## src/hw/rtl/display_init_command_list_player_top_defines.svh

```systemverilog
// Assertion macros for the display init command list player.
// Included by the RTL file that carries concurrent checks (dicl_list_fsm); no dependencies.
`ifndef DISPLAY_INIT_COMMAND_LIST_PLAYER_TOP_DEFINES_SVH
`define DISPLAY_INIT_COMMAND_LIST_PLAYER_TOP_DEFINES_SVH

// Same-cycle implication, disabled while reset is high.
`define DICL_ASSERT_NOW(name, clk, rst, ante, cons) \
   name: assert property (@(posedge clk) disable iff (rst) (ante) |-> (cons)) \
      else $error("dicl check failed");

// Next-cycle implication, disabled while reset is high.
`define DICL_ASSERT_NEXT(name, clk, rst, ante, cons) \
   name: assert property (@(posedge clk) disable iff (rst) (ante) |=> (cons)) \
      else $error("dicl check failed");

`endif

```

## src/hw/rtl/dicl_pkg.sv

```systemverilog
// Shared types and constants for the display init command list player.
// No dependencies.
package dicl_pkg;

   localparam int unsigned BYTE_W  = 8;
   localparam int unsigned VALUE_W = 16;
   localparam int unsigned ARGS_W  = 7;

   localparam logic [BYTE_W-1:0]  LONG_MARKER = 8'd255;
   localparam logic [VALUE_W-1:0] LONG_RESET  = 16'd500;

   typedef enum logic [1:0] {
      KIND_CMD   = 2'd0,
      KIND_ARG   = 2'd1,
      KIND_DELAY = 2'd2,
      KIND_EMPTY = 2'd3
   } kind_type;

   typedef enum logic [4:0] {
      PH_COUNT = 5'b00001,
      PH_CMD   = 5'b00010,
      PH_NARGS = 5'b00100,
      PH_ARG   = 5'b01000,
      PH_DELAY = 5'b10000
   } phase_type;

   typedef struct packed {
      kind_type            kind;
      logic [VALUE_W-1:0]  value;
      logic                data_not_command;
      logic                frame_end;
      logic                list_done;
   } result_type;

endpackage

```

## src/hw/rtl/dicl_req_if.sv

```systemverilog
// List byte input channel: valid/ready plus one list byte per word.
// Depends on dicl_pkg.
interface dicl_req_if;
   logic                         valid;
   logic                         ready;
   logic [dicl_pkg::BYTE_W-1:0]  list_byte;

   modport source (output valid, output list_byte, input ready);
   modport sink (input valid, input list_byte, output ready);
endinterface

```

## src/hw/rtl/dicl_rsp_if.sv

```systemverilog
// Link event output channel: valid/ready plus one result per word.
// Depends on dicl_pkg.
interface dicl_rsp_if;
   logic                          valid;
   logic                          ready;
   logic [1:0]                    out_kind;
   logic [dicl_pkg::VALUE_W-1:0]  out_value;
   logic                          data_not_command;
   logic                          frame_end;
   logic                          list_done;

   modport source (output valid, output out_kind, output out_value,
                   output data_not_command, output frame_end, output list_done,
                   input ready);
   modport sink (input valid, input out_kind, input out_value,
                 input data_not_command, input frame_end, input list_done,
                 output ready);
endinterface

```

## src/hw/rtl/dicl_csr_if.sv

```systemverilog
// Register write channel: valid/ready plus the long delay value.
// Depends on dicl_pkg.
interface dicl_csr_if;
   logic                          valid;
   logic                          ready;
   logic [dicl_pkg::VALUE_W-1:0]  long_delay_ms;

   modport source (output valid, output long_delay_ms, input ready);
   modport sink (input valid, input long_delay_ms, output ready);
endinterface

```

## src/hw/rtl/display_init_command_list_player_top.sv

```systemverilog
// Top level of the display init command list player: input register,
// long delay register, phase machine and result register.
// Depends on dicl_pkg, the channel interfaces, dicl_list_fsm, dicl_out_reg.
//
//   channel   dir  word
//   req_port  in   list_byte (8 bit)
//   rsp_port  out  out_kind, out_value, data_not_command, frame_end, list_done
//   csr_port  in   long_delay_ms (16 bit), always ready
//
// One list byte per cycle while the result channel is not stalled; a result
// word passes through the input register, then the result register, before
// it is offered.
// Reset is synchronous: phase machine expects a list count, long delay is 500.
// A stalled result holds the result register; the input register still
// drains quiet bytes only when the result register can load.
module display_init_command_list_player_top (
   input  logic        clock,
   input  logic        reset,
   dicl_req_if.sink    req_port,
   dicl_rsp_if.source  rsp_port,
   dicl_csr_if.sink    csr_port
);

   logic                          in_valid_ff, in_valid_in;
   logic [dicl_pkg::BYTE_W-1:0]   in_byte_ff;
   logic [dicl_pkg::VALUE_W-1:0]  long_delay_ff;
   logic                          can_load;
   logic                          step;
   logic                          res_valid;
   dicl_pkg::result_type          res;
   logic                          req_take;

   assign step          = in_valid_ff && can_load;
   assign req_port.ready = !in_valid_ff || can_load;
   assign req_take      = req_port.valid && req_port.ready;
   assign in_valid_in   = req_take || (in_valid_ff && !can_load);
   assign csr_port.ready = 1'b1;

   always_ff @(posedge clock) begin
      if (reset) begin
         in_valid_ff   <= 1'b0;
         long_delay_ff <= dicl_pkg::LONG_RESET;
      end else begin
         in_valid_ff <= in_valid_in;
         if (csr_port.valid) begin
            long_delay_ff <= csr_port.long_delay_ms;
         end
      end
   end

   always_ff @(posedge clock) begin
      if (req_take) begin
         in_byte_ff <= req_port.list_byte;
      end
   end

   dicl_list_fsm u_fsm (
      .clock      (clock),
      .reset      (reset),
      .step       (step),
      .in_byte    (in_byte_ff),
      .long_delay (long_delay_ff),
      .res_valid  (res_valid),
      .res        (res)
   );

   dicl_out_reg u_out (
      .clock    (clock),
      .reset    (reset),
      .load     (step && res_valid),
      .res      (res),
      .can_load (can_load),
      .rsp_port (rsp_port)
   );

endmodule

```

## src/hw/rtl/dicl_list_fsm.sv

```systemverilog
// Command list phase machine: holds list state, decodes one byte per step.
// Depends on dicl_pkg and the defines header.
`include "display_init_command_list_player_top_defines.svh"

module dicl_list_fsm (
   input  logic                          clock,
   input  logic                          reset,
   input  logic                          step,
   input  logic [dicl_pkg::BYTE_W-1:0]   in_byte,
   input  logic [dicl_pkg::VALUE_W-1:0]  long_delay,
   output logic                          res_valid,
   output dicl_pkg::result_type          res
);

   dicl_pkg::phase_type           phase_ff, phase_in;
   logic [dicl_pkg::BYTE_W-1:0]   cmds_left_ff, cmds_left_in;
   logic [dicl_pkg::ARGS_W-1:0]   args_left_ff, args_left_in;
   logic                          delay_pend_ff, delay_pend_in;
   logic [dicl_pkg::BYTE_W-1:0]   held_cmd_ff, held_cmd_in;

   logic [dicl_pkg::BYTE_W-1:0]   cmds_dec;
   logic [dicl_pkg::ARGS_W-1:0]   args_dec;
   dicl_pkg::phase_type           finish_phase;
   logic                          last_cmd;

   assign cmds_dec     = cmds_left_ff - 8'd1;
   assign args_dec     = args_left_ff - 7'd1;
   assign finish_phase = (cmds_dec == '0) ? dicl_pkg::PH_COUNT : dicl_pkg::PH_CMD;
   assign last_cmd     = (cmds_left_ff == 8'd1);

   always_comb begin
      phase_in      = phase_ff;
      cmds_left_in  = cmds_left_ff;
      args_left_in  = args_left_ff;
      delay_pend_in = delay_pend_ff;
      held_cmd_in   = held_cmd_ff;
      res_valid     = 1'b0;
      res.kind             = dicl_pkg::KIND_EMPTY;
      res.value            = '0;
      res.data_not_command = 1'b1;
      res.frame_end        = 1'b0;
      res.list_done        = 1'b0;
      case (phase_ff)
         dicl_pkg::PH_CMD: begin
            held_cmd_in = in_byte;
            phase_in    = dicl_pkg::PH_NARGS;
         end
         dicl_pkg::PH_NARGS: begin
            res_valid            = 1'b1;
            args_left_in         = in_byte[dicl_pkg::ARGS_W-1:0];
            delay_pend_in        = in_byte[dicl_pkg::BYTE_W-1];
            res.kind             = dicl_pkg::KIND_CMD;
            res.value            = {8'd0, held_cmd_ff};
            res.data_not_command = 1'b0;
            res.frame_end        = (args_left_in == '0);
            res.list_done        = res.frame_end && !delay_pend_in && last_cmd;
            if (args_left_in != '0) begin
               phase_in = dicl_pkg::PH_ARG;
            end else if (delay_pend_in) begin
               phase_in = dicl_pkg::PH_DELAY;
            end else begin
               cmds_left_in  = cmds_dec;
               delay_pend_in = 1'b0;
               phase_in      = finish_phase;
            end
         end
         dicl_pkg::PH_ARG: begin
            res_valid     = 1'b1;
            args_left_in  = args_dec;
            res.kind      = dicl_pkg::KIND_ARG;
            res.value     = {8'd0, in_byte};
            res.frame_end = (args_dec == '0);
            res.list_done = res.frame_end && !delay_pend_ff && last_cmd;
            if (args_dec == '0) begin
               if (delay_pend_ff) begin
                  phase_in = dicl_pkg::PH_DELAY;
               end else begin
                  cmds_left_in  = cmds_dec;
                  delay_pend_in = 1'b0;
                  phase_in      = finish_phase;
               end
            end
         end
         dicl_pkg::PH_DELAY: begin
            res_valid     = 1'b1;
            res.kind      = dicl_pkg::KIND_DELAY;
            res.value     = (in_byte == dicl_pkg::LONG_MARKER) ? long_delay
                                                               : {8'd0, in_byte};
            res.list_done = last_cmd;
            cmds_left_in  = cmds_dec;
            delay_pend_in = 1'b0;
            phase_in      = finish_phase;
         end
         default: begin
            if (in_byte == '0) begin
               res_valid     = 1'b1;
               res.list_done = 1'b1;
               cmds_left_in  = '0;
               phase_in      = dicl_pkg::PH_COUNT;
            end else begin
               cmds_left_in  = in_byte;
               args_left_in  = '0;
               delay_pend_in = 1'b0;
               phase_in      = dicl_pkg::PH_CMD;
            end
         end
      endcase
   end

   always_ff @(posedge clock) begin
      if (reset) begin
         phase_ff      <= dicl_pkg::PH_COUNT;
         cmds_left_ff  <= '0;
         args_left_ff  <= '0;
         delay_pend_ff <= 1'b0;
         held_cmd_ff   <= '0;
      end else if (step) begin
         phase_ff      <= phase_in;
         cmds_left_ff  <= cmds_left_in;
         args_left_ff  <= args_left_in;
         delay_pend_ff <= delay_pend_in;
         held_cmd_ff   <= held_cmd_in;
      end
   end

   `DICL_ASSERT_NEXT(a_cmd_then_nargs, clock, reset,
      step && (phase_ff == dicl_pkg::PH_CMD), phase_ff == dicl_pkg::PH_NARGS)
   `DICL_ASSERT_NEXT(a_done_returns_idle, clock, reset,
      step && res_valid && res.list_done, phase_ff == dicl_pkg::PH_COUNT)
   `DICL_ASSERT_NOW(a_active_has_cmds, clock, reset,
      phase_ff != dicl_pkg::PH_COUNT, cmds_left_ff != '0)
   `DICL_ASSERT_NOW(a_idle_no_args, clock, reset,
      phase_ff == dicl_pkg::PH_COUNT, (args_left_ff == '0) && !delay_pend_ff)

endmodule

```

## src/hw/rtl/dicl_out_reg.sv

```systemverilog
// Result register driving the link event channel.
// Depends on dicl_pkg and dicl_rsp_if.
module dicl_out_reg (
   input  logic                  clock,
   input  logic                  reset,
   input  logic                  load,
   input  dicl_pkg::result_type  res,
   output logic                  can_load,
   dicl_rsp_if.source            rsp_port
);

   logic                  valid_ff, valid_in;
   dicl_pkg::result_type  res_ff;

   assign can_load = !valid_ff || rsp_port.ready;
   assign valid_in = load || (valid_ff && !rsp_port.ready);

   always_ff @(posedge clock) begin
      if (reset) begin
         valid_ff <= 1'b0;
      end else begin
         valid_ff <= valid_in;
      end
   end

   always_ff @(posedge clock) begin
      if (load) begin
         res_ff <= res;
      end
   end

   assign rsp_port.valid            = valid_ff;
   assign rsp_port.out_kind         = res_ff.kind;
   assign rsp_port.out_value        = res_ff.value;
   assign rsp_port.data_not_command = res_ff.data_not_command;
   assign rsp_port.frame_end        = res_ff.frame_end;
   assign rsp_port.list_done        = res_ff.list_done;

endmodule

```

## src/flat_wrapper.sv

```systemverilog
// flat-port wrapper written by rule: the top's interface ports become plain ports
module display_init_command_list_player_top_flat 
  (clock, reset, req_port_valid, req_port_list_byte, req_port_ready, rsp_port_valid, rsp_port_out_kind, rsp_port_out_value, rsp_port_data_not_command, rsp_port_frame_end, rsp_port_list_done, rsp_port_ready, csr_port_valid, csr_port_long_delay_ms, csr_port_ready);
  dicl_req_if req_port_i ();
  dicl_rsp_if rsp_port_i ();
  dicl_csr_if csr_port_i ();
  input  logic clock;
  input  logic reset;
  input wire logic [$bits(req_port_i.valid)-1:0] req_port_valid;
  input wire logic [$bits(req_port_i.list_byte)-1:0] req_port_list_byte;
  output wire logic [$bits(req_port_i.ready)-1:0] req_port_ready;
  output wire logic [$bits(rsp_port_i.valid)-1:0] rsp_port_valid;
  output wire logic [$bits(rsp_port_i.out_kind)-1:0] rsp_port_out_kind;
  output wire logic [$bits(rsp_port_i.out_value)-1:0] rsp_port_out_value;
  output wire logic [$bits(rsp_port_i.data_not_command)-1:0] rsp_port_data_not_command;
  output wire logic [$bits(rsp_port_i.frame_end)-1:0] rsp_port_frame_end;
  output wire logic [$bits(rsp_port_i.list_done)-1:0] rsp_port_list_done;
  input wire logic [$bits(rsp_port_i.ready)-1:0] rsp_port_ready;
  input wire logic [$bits(csr_port_i.valid)-1:0] csr_port_valid;
  input wire logic [$bits(csr_port_i.long_delay_ms)-1:0] csr_port_long_delay_ms;
  output wire logic [$bits(csr_port_i.ready)-1:0] csr_port_ready;
  assign req_port_i.valid = req_port_valid;
  assign req_port_i.list_byte = req_port_list_byte;
  assign req_port_ready = req_port_i.ready;
  assign rsp_port_valid = rsp_port_i.valid;
  assign rsp_port_out_kind = rsp_port_i.out_kind;
  assign rsp_port_out_value = rsp_port_i.out_value;
  assign rsp_port_data_not_command = rsp_port_i.data_not_command;
  assign rsp_port_frame_end = rsp_port_i.frame_end;
  assign rsp_port_list_done = rsp_port_i.list_done;
  assign rsp_port_i.ready = rsp_port_ready;
  assign csr_port_i.valid = csr_port_valid;
  assign csr_port_i.long_delay_ms = csr_port_long_delay_ms;
  assign csr_port_ready = csr_port_i.ready;
  display_init_command_list_player_top u_core (.clock(clock), .reset(reset), .req_port(req_port_i), .rsp_port(rsp_port_i), .csr_port(csr_port_i));
endmodule
```

## config.mk

```make
export PLATFORM = sky130hd
export DESIGN_NAME = display_init_command_list_player_top_flat
export DESIGN_NICKNAME = d
export VERILOG_FILES = /design/src/hw/rtl/dicl_pkg.sv /design/src/hw/rtl/dicl_req_if.sv /design/src/hw/rtl/dicl_rsp_if.sv /design/src/hw/rtl/dicl_csr_if.sv /design/src/hw/rtl/display_init_command_list_player_top.sv /design/src/hw/rtl/dicl_list_fsm.sv /design/src/hw/rtl/dicl_out_reg.sv /design/src/flat_wrapper.sv
export VERILOG_INCLUDE_DIRS = /design/src /design/src/hw/rtl
export SDC_FILE = /design/constraint.sdc
export NUM_CORES = 1
export LEC_CHECK = 0
export BUFFER_PORTS_ARGS = -buffer_cell sky130_fd_sc_hd__buf_2
export CORE_ASPECT_RATIO = 0.9
export CORE_UTILIZATION = 26
export DETAILED_ROUTE_END_ITERATION = 6
export PLACE_DENSITY = 0.52
export SYNTH_ARGS = -nofsm -noshare
export SYNTH_HDL_FRONTEND = slang
export SYNTH_SLANG_ARGS = --single-unit
```

## constraint.sdc

```tcl
create_clock -name clock -period 2.8 [get_ports clock]
set_input_delay 0.28 -clock clock [delete_from_list [all_inputs] [get_ports clock]]
set_output_delay 0.28 -clock clock [all_outputs]
set_load 0.01 [all_outputs]
```

Yosys cells after proc, flatten, opt, wreduce, memory -nomap -nowiden:

Index checks and enable logic that the tools add are counted.
Widths: inputs -> output; s select.

* register bits after elaboration: 76
* input bits: 29
* output and inout bits: 24
* word-level logic and storage cells: 89

* add/subtract/negate cells: 2
* equality and inequality tests: 12
* multiplexer cells: 28
* bitwise operators: 2
* reductions and logical operators: 31

Operators with widths (count)
* $pmux 18 s3: 1
* $mux 8: 5
* $pmux 8 s4: 1
* $pmux 7 s3: 1
* $mux 5: 4
* $pmux 5 s4: 1
* $logic_not 8->1: 2
* $mux 16: 1
* $logic_not 7->1: 2
* $logic_and 1x1->1: 9
* $eq 8x1->1 const B: 1
* $eq 8x8->1 const B: 1
* $ne 2x2->1 const B: 4
* $pmux 1 s4: 2
* $sub 8x1->8 const B: 1
* $mux 1: 7
* $mux 7: 1
* $reduce_bool 7->1: 1
* $sub 7x1->7 const B: 1
* $logic_not 1->1: 6
* $reduce_and 6->1: 1
* $eq 5x2->1 const B: 1
* $eq 5x3->1 const B: 1
* $eq 5x4->1 const B: 1
* 12 further kinds: 19

Longest topological paths before layout:

Gate-level depths: netlist of the first run.

* depth in word-level cells: 6
* mapped depth: 8
* gate-level depth less buffers: 8

Modules after synthesis:

Synthesis of the first run repeated with hierarchy kept, for this count alone.

* cell total of the unflattened synthesis: 380
* area, all modules: 3767.4 sq um

By module, submodules not included
* dicl_list_fsm: times used 1, cells each 286, area an instance 2184.6 sq um, sequential area each 580.6 sq um
* display_init_command_list_player_top: times used 1, cells each 69, area an instance 905.9 sq um, sequential area each 580.6 sq um
* dicl_out_reg: times used 1, cells each 25, area an instance 676.9 sq um, sequential area each 650.6 sq um

Worst setup path after synthesis of the first run:

Ideal clock, no wire load.

* kind: register -> register
* start point: register u_core.in_byte_ff[1] (netlist name)
* end point: register u_core.u_out.res_ff, in the netlist u_core.u_out.rsp_port.data_not_command (enable)
* library setup time: 0.408 ns
* arrival: 2.280 ns
* data required time: 2.392 ns
* setup slack: 0.112 ns
* stages on the path, launching flop included: 6
* path buffers: 1
* period minus slack after synthesis: 2.688 ns
* path through: edfxtp_1 -> clkbuf_1 -> nor4_1 -> and2_0 -> nand2_1 -> a21oi_1

* longest elaborated chain between the ends: 4

Ends and longest elaborated chain
* start, declared: RTL line display_init_command_list_player_top.sv:25 `logic [dicl_pkg::BYTE_W-1:0] in_byte_ff;`
* start signal, assigned: RTL line display_init_command_list_player_top.sv:53 `in_byte_ff <= req_port.list_byte;`
* $logic_not 8->1: RTL line dicl_list_fsm.sv:95 `if (in_byte == '0) begin`
* $mux 1: RTL line dicl_list_fsm.sv:95
* $pmux 1 s2: RTL line dicl_list_fsm.sv:43 `case (phase_ff)`
* $logic_and 1x1->1: RTL line display_init_command_list_player_top.sv:70 `.load (step && res_valid),`
* named net u_core.u_out.load: RTL line dicl_out_reg.sv:6 `input logic load,`
* end signal, assigned: RTL line dicl_out_reg.sv:28 `res_ff <= res;`
* end, declared: RTL line dicl_out_reg.sv:13 `dicl_pkg::result_type res_ff;`

The timed path passes the listed nets, and every way through them passes these cells.
A chain may end at the register's enable or synchronous reset.

Final worst setup path of the first run:

* start point: register u_core.u_fsm.args_left_ff[0] (netlist name)
* end point: register u_core.u_fsm.cmds_left_ff[7] (netlist name)

* longest elaborated chain between the ends: 4

Ends and longest elaborated chain
* start, declared: RTL line dicl_list_fsm.sv:17 `logic [dicl_pkg::ARGS_W-1:0] args_left_ff, args_left_in;`
* start signal, assigned: RTL line dicl_list_fsm.sv:120 `args_left_ff <= args_left_in;`
* $sub 7x1->7: RTL line dicl_list_fsm.sv:27 `assign args_dec = args_left_ff - 7'd1;`
* $logic_not 7->1: RTL line dicl_list_fsm.sv:74 `if (args_dec == '0) begin`
* $ne 2x2->1 (no source line)
* $reduce_and 6->1 (no source line)
* end signal, assigned: RTL line dicl_list_fsm.sv:119 `cmds_left_ff <= cmds_left_in;`
* end, declared: RTL line dicl_list_fsm.sv:16 `logic [dicl_pkg::BYTE_W-1:0] cmds_left_ff, cmds_left_in;`

No other way between the ends.

==> flow_summary.ini, run 1 <==
[clock_tree]
insertion_delay_ns = 0.33
post_cts_buffers = 0
htreeDepth = 3
cts.repair.resized = 0
hold_buffers = 0
cts_tree = built
cts_root_buffer = clkbuf_16
clk_transition_reported_paths_ns = 0.06
cts_sinks = 76
clockBufferDepth = 2
cts_made_buffers = 9

[synthesis]
avgSynthCellArea_um2 = 9.543
synth_area_mm2 = 0.003607
synth_top_cell_area_share_pct = 26.08
yosys_warnings = 0
synth_area_leaders = dfxtp_1 (26%), edfxtp_1 (24%), nor2_1 (5.7%)
synth_top_cell_by_area = dfxtp_1
netlist_instances = 378
synth_flop_cell = dfxtp_1
syn-num-nets = 412
seq_area_frac_synth_pct = 50.23
netlist-cell-type-count = 56
async_flop_share_pct = 0
synth-edff-count = 29
synth.ff_latch_count = 76

[placement]
place_ws_ns = 0.2145
port_buffers = 51
hpwlAfterDp_mm = 6.273
gp_congestion = 0.7688

[floorplanning]
die_w_um = 126.2
die_y_um = 113.7
initial_core_util_pct = 26.79
io_pins = 53
dieArea_mm2 = 0.01435
core-area_mm2 = 0.01346
row_count = 40

[grt]
overflow = 0
grt_pass1_wl_mm = 14.92
gr-usage-all-layers_pct = 13.41
grt_max_degree = 36
antenna_found_initial = 0
grt_pass1_vias = 2946

[route]
post_drt_wl_per_cell_um = 14.60
via_per_inst = 4.932
post-route-drc-count = 0
drtAntennaViolNets = 0
totalWireLength_mm = 8.850
dr.pass1.iters = 5
num_vias = 2989
drt_iter0_markers = 181

[critical_path]
path_class = reg -> reg
path_cells = inv_1, ha_1, or3b_4, o31a_1, a2111o_1, o31ai_4, buf_4, nand2_1, a21oi_1
cpPeakStageDelay_ns = 0.51
end_kind = flip-flop
cp_slowest_cell = a2111o_1
arrival_ns = 2.86
cp-start-kind = flip-flop
cp_top_family = compound AO/OA/AOI/OAI gates
worstPathMaxFanout = 7
required_ns = 3.06
cp_num_buf_inv = 2

[sta]
final_max_slew_viol_count = 0
fin_skew_ns = 0.005016
grt_setup_unrepaired = false
setup_viol_count_final = 0
fin_crit_ns = 2.597
worstMarginPinSlew_ns = 0.6737
fmax_mhz = 385.0
layout_setup_ws_ns = 0.2026
period_share_pct = 92.76
finalSetupTns_ns = 0
finalHoldViolations = 0
slew_headroom_pct = 54.46

[worst_hold_path]
min-delay-path-class = in -> reg

[layout]
area_growth_pct = 23.14
drive_above_1_share_pct = 21.00
fin_nets = 467
diodes = 0

[pwr]
peakVddDrop_v = 0.0004704
p_leak_nw = 1.738
power.density_mw_per_mm2 = 609.1

[job]
cap_violations = 0

[outcome]
status = completed
## where the power goes
part           switching (W)  internal, W  total (W)
Combinational       0.000126    0.0000996   0.000225
Sequential         0.0000397      0.00118    0.00122
Clock               0.000453     0.000803    0.00126
## worst paths after layout
kind                                              startpoint                      endpoint  slack [ns]  cells after the start
worst max-delay path            u_core.u_fsm.args_left_ff[0]  u_core.u_fsm.cmds_left_ff[7]        0.20                      9
worst max register to register  u_core.u_fsm.args_left_ff[0]  u_core.u_fsm.cmds_left_ff[7]        0.20                      9
worst min-delay path                   req_port_list_byte[6]          u_core.in_byte_ff[6]        0.12                      1
worst min register to register      u_core.long_delay_ff[13]      u_core.long_delay_ff[13]        0.49                      2
## cell families (layout without fill, tap and decap cells)
kind of cell             after synthesis  count (layout)  share of synthesized area, %
flip-flops                            76              76                         50.23
AND/OR/NAND/NOR                      142             142                         19.22
other                                  1               1                        0.1040
adder cells (fa/ha/maj)                5               5                         1.734
AO/OA/AOI/OAI                         98              98                         18.70
multiplexers                          19              19                         5.272
XOR/XNOR                               5               5                         1.214
buffers and inverters                 32              92                         3.538
## synth_stat cells, drive strengths merged, types with 4 or more instances
master and instances:
a211o 6, a211oi 5, a21oi 19, a22o 9, a22oi 6, and2 10, buf 6, clkbuf 17
dfxtp 47, edfxtp 29, ha 5, inv 9, mux2i 19, nand2 29, nand3 5, nor2 55
nor2b 11, nor3 7, nor4 4, o21ai 30
## metrics by stage
stage	area, um2	power (W)	cells	utilization, %	hold WS [ns]
floorplan	3607	0.001388	378	-	0.3789
global placement	4115	0.001466	590	30.57	0.4561
detailed placement	4115	0.001472	590	30.57	0.4581
CTS	4442	0.002735	606	32.99	0.1101
global route	4442	0.002821	606	32.99	0.1059
finish	4442	0.002706	606	32.99	0.1239
## routing by layer
| metal | share of wire, % | GRT usage [%] | up-vias |
|---|---|---|---|
| li1 | - | - | 1472 |
| met1 | 50 | 19.16 | 1436 |
| met2 | 43 | 19.56 | 75 |
| met3 | 5.9 | 3.424 | 6 |
| met4 | 0.90 | 4.578 | 0 |
| met5 | 0 | 0 | - |
## cell type report
| type | instances | area (um2) |
|---|---|---|
| flip-flops and latches | 76 | 1812 |
| inverters | 9 | 33.78 |
| clock buffers | 10 | 239.0 |
| well taps | 168 | 210.2 |
| clock inverters | 6 | 87.58 |
| fillers | 1358 | 9021 |
| repair buffers | 67 | 387.9 |
| multi-input cells | 270 | 1672 |
## registers in the layout (all words and copies together), names as in the netlist
register                                cells
u_core.u_out.rsp_port.data_not_command      1
u_core.in_valid_ff                          1
u_core.u_fsm.delay_pend_ff                  1
u_core.u_out.rsp_port.list_done             1
u_core.u_out.rsp_port.out_value            16
u_core.u_fsm.cmds_left_ff                   8
u_core.u_out.rsp_port.valid                 1
u_core.long_delay_ff                       16
u_core.in_byte_ff                           8
u_core.u_fsm.phase_ff                       5
u_core.u_out.rsp_port.out_kind              2
u_core.u_fsm.args_left_ff                   7
u_core.u_fsm.held_cmd_ff                    8
u_core.u_out.rsp_port.frame_end             1
## cell usage in the layout (no fill, tap or decap), drive strengths merged, types with 4 or more instances in the layout
cell,instances
nor3,7
mux2i,19
nand2,29
nand3,5
nor2b,11
a22oi,6
a211o,6
edfxtp,29
inv,9
and2,10
nor4,4
ha,5
clkbuf,10
a22o,9
a211oi,5
a21oi,19
nor2,55
buf,67
dfxtp,47
o21ai,30
## worst register-to-register path, delay by kind of cell (launching register included)
| family | cells | cell delay [ns] |
|---|---|---|
| buf+inv | 2 | 0.29 |
| flops | 1 | 0.35 |
| fa+ha+maj | 1 | 0.17 |
| compound gates | 4 | 1.25 |
| simple gates | 2 | 0.45 |
Power figures use the tool's default switching activity.
==> run 2, diff against run 1 <==
--- a/config.mk
+++ b/config.mk
@@ -8,9 +8,10 @@
 export LEC_CHECK = 0
 export BUFFER_PORTS_ARGS = -buffer_cell sky130_fd_sc_hd__buf_2
 export CORE_ASPECT_RATIO = 0.9
-export CORE_UTILIZATION = 26
+export CORE_UTILIZATION = 51
 export DETAILED_ROUTE_END_ITERATION = 6
-export PLACE_DENSITY = 0.52
+export PLACE_DENSITY = 0.83
+export SLEW_MARGIN = 10
 export SYNTH_ARGS = -nofsm -noshare
 export SYNTH_HDL_FRONTEND = slang
 export SYNTH_SLANG_ARGS = --single-unit
==> flow_summary.ini, run 2 (synthesis gave the netlist of run 1 again) <==
[sta]
setup_viol_count_final = 0
period_share_pct = 94.89
finalHoldViolations = 0
fin_crit_ns = 2.657
fin_hold_ws_ns = 0.1018
slew_headroom_pct = 40.35
grt_setup_unrepaired = false
fmax_mhz = 376.4
finalSetupTns_ns = 0
fin_skew_ns = 0.008452
worstMarginPinSlew_ns = 0.8948
final_max_slew_viol_count = 0

[route]
post-route-drc-count = 0
drtAntennaViolNets = 0
num_vias = 3031
dr.pass1.iters = 5
drt_iter0_markers = 279
post_drt_wl_per_cell_um = 15.65
totalWireLength_mm = 8.200
via_per_inst = 5.784

[clock_tree]
htreeDepth = 3
post_cts_buffers = 0
clk_transition_reported_paths_ns = 0.08
cts_tree = built
insertion_delay_ns = 0.35
cts_root_buffer = clkbuf_8
hold_buffers = 0
cts_made_buffers = 9
cts_sinks = 76
cts.repair.resized = 0
clockBufferDepth = 2

[critical_path]
required_ns = 3.00
path_class = reg -> reg
cp_num_buf_inv = 2
worstPathMaxFanout = 7
end_kind = flip-flop
cp_top_family = compound AO/OA/AOI/OAI gates
arrival_ns = 2.86
cpPeakStageDelay_ns = 0.57
path_cells = inv_1, ha_1, buf_4, nor4b_1, a22oi_1, a2111o_1, o21a_1, o31ai_1, a21oi_1
cp_slowest_cell = a2111o_1
cp-start-kind = flip-flop

[layout]
final_area_mm2 = 0.004198
diodes = 0
fin_nets = 463
area_growth_pct = 16.37
stdcell_count = 524
final_common_cell = nor2_1
drive_above_1_share_pct = 20.05
final_cell_mix = nor2_1 (55), buf_2 (51), dfxtp_1 (47)

[pwr]
p_leak_nw = 1.676
power.density_mw_per_mm2 = 562.7
peakVddDrop_v = 0.0004136
p_total_w = 0.002362

[floorplanning]
core-area_mm2 = 0.006691
die_w_um = 90.65
initial_core_util_pct = 53.91
io_pins = 53
row_count = 28
die_y_um = 81.79
dieArea_mm2 = 0.007414

[grt]
grt_pass1_wl_mm = 13.24
antenna_found_initial = 0
busiest_layer = met2
overflow = 0
grt_pass1_vias = 2777
use_met1_pct = 29.56
grt_max_degree = 50
grt_util_met3_pct = 6.481
gr-usage-all-layers_pct = 23.13
grt_util_met2_pct = 38.03

[worst_hold_path]
min-delay-path-class = in -> reg

[outcome]
status = completed

[job]
cap_violations = 0

[placement]
numPlacedInstances = 508
gp_congestion = 0.8786
dpl_cell_area_mm2 = 0.003975
port_buffers = 51
hpwlAfterDp_mm = 5.629
==> run 2: cell types whose count changed in the layout (fill, tap and decap cells not counted), sizes merged <==
cell / change
buf: -4
clkinv: +3
clkinvlp: -3
clkbuf: -1
inv: +1
==> run 2: final cells by class <==
| type | instances | area [um2] |
|---|---|---|
| Clock buffer | 9 | 123.9 |
| Clock inverter | 7 | 98.84 |
| Fill cell | 539 | 2494 |
| Inverter | 9 | 33.78 |
| Multi-Input combinational cell | 270 | 1672 |
| Sequential cell | 76 | 1812 |
| Tap cell | 90 | 112.6 |
| Timing Repair Buffer | 63 | 345.3 |
==> run 2: stage by stage <==
stage	util (%)	worst slack (ns)
after floorplan	-	0.1122
after global placement	59.41	0.3096
after detailed placement	59.41	0.1949
after CTS	62.73	0.1724
after global routing	62.73	0.007185
final	62.73	0.1431
==> run 2: routing by layer <==
| layer | vias up | wire length [um] | share of wire [%] |
|---|---|---|---|
| met5 | - | 0 | 0 |
| met4 | 0 | 132 | 1.6 |
| met3 | 16 | 673 | 8.2 |
| met2 | 154 | 3740 | 46 |
| met1 | 1394 | 3654 | 45 |
| li1 | 1467 | - | - |
==> run 2: path summary, 6_finish.rpt <==
kind	startpoint	end	slack [ns]	cells past startpoint
max	u_core.u_fsm.args_left_ff[0]	u_core.u_fsm.cmds_left_ff[4]	0.14	9
min	req_port_list_byte[3]	u_core.in_byte_ff[3]	0.10	1
min reg2reg	u_core.u_fsm.cmds_left_ff[7]	u_core.u_fsm.cmds_left_ff[7]	0.48	2
max reg2reg	u_core.u_fsm.args_left_ff[0]	u_core.u_fsm.cmds_left_ff[4]	0.14	9
==> run 2: power breakdown <==
group	switching, W	internal [W]
clock	0.000410	0.000506
sequential	0.0000450	0.00118
combinational	0.000123	0.0000951
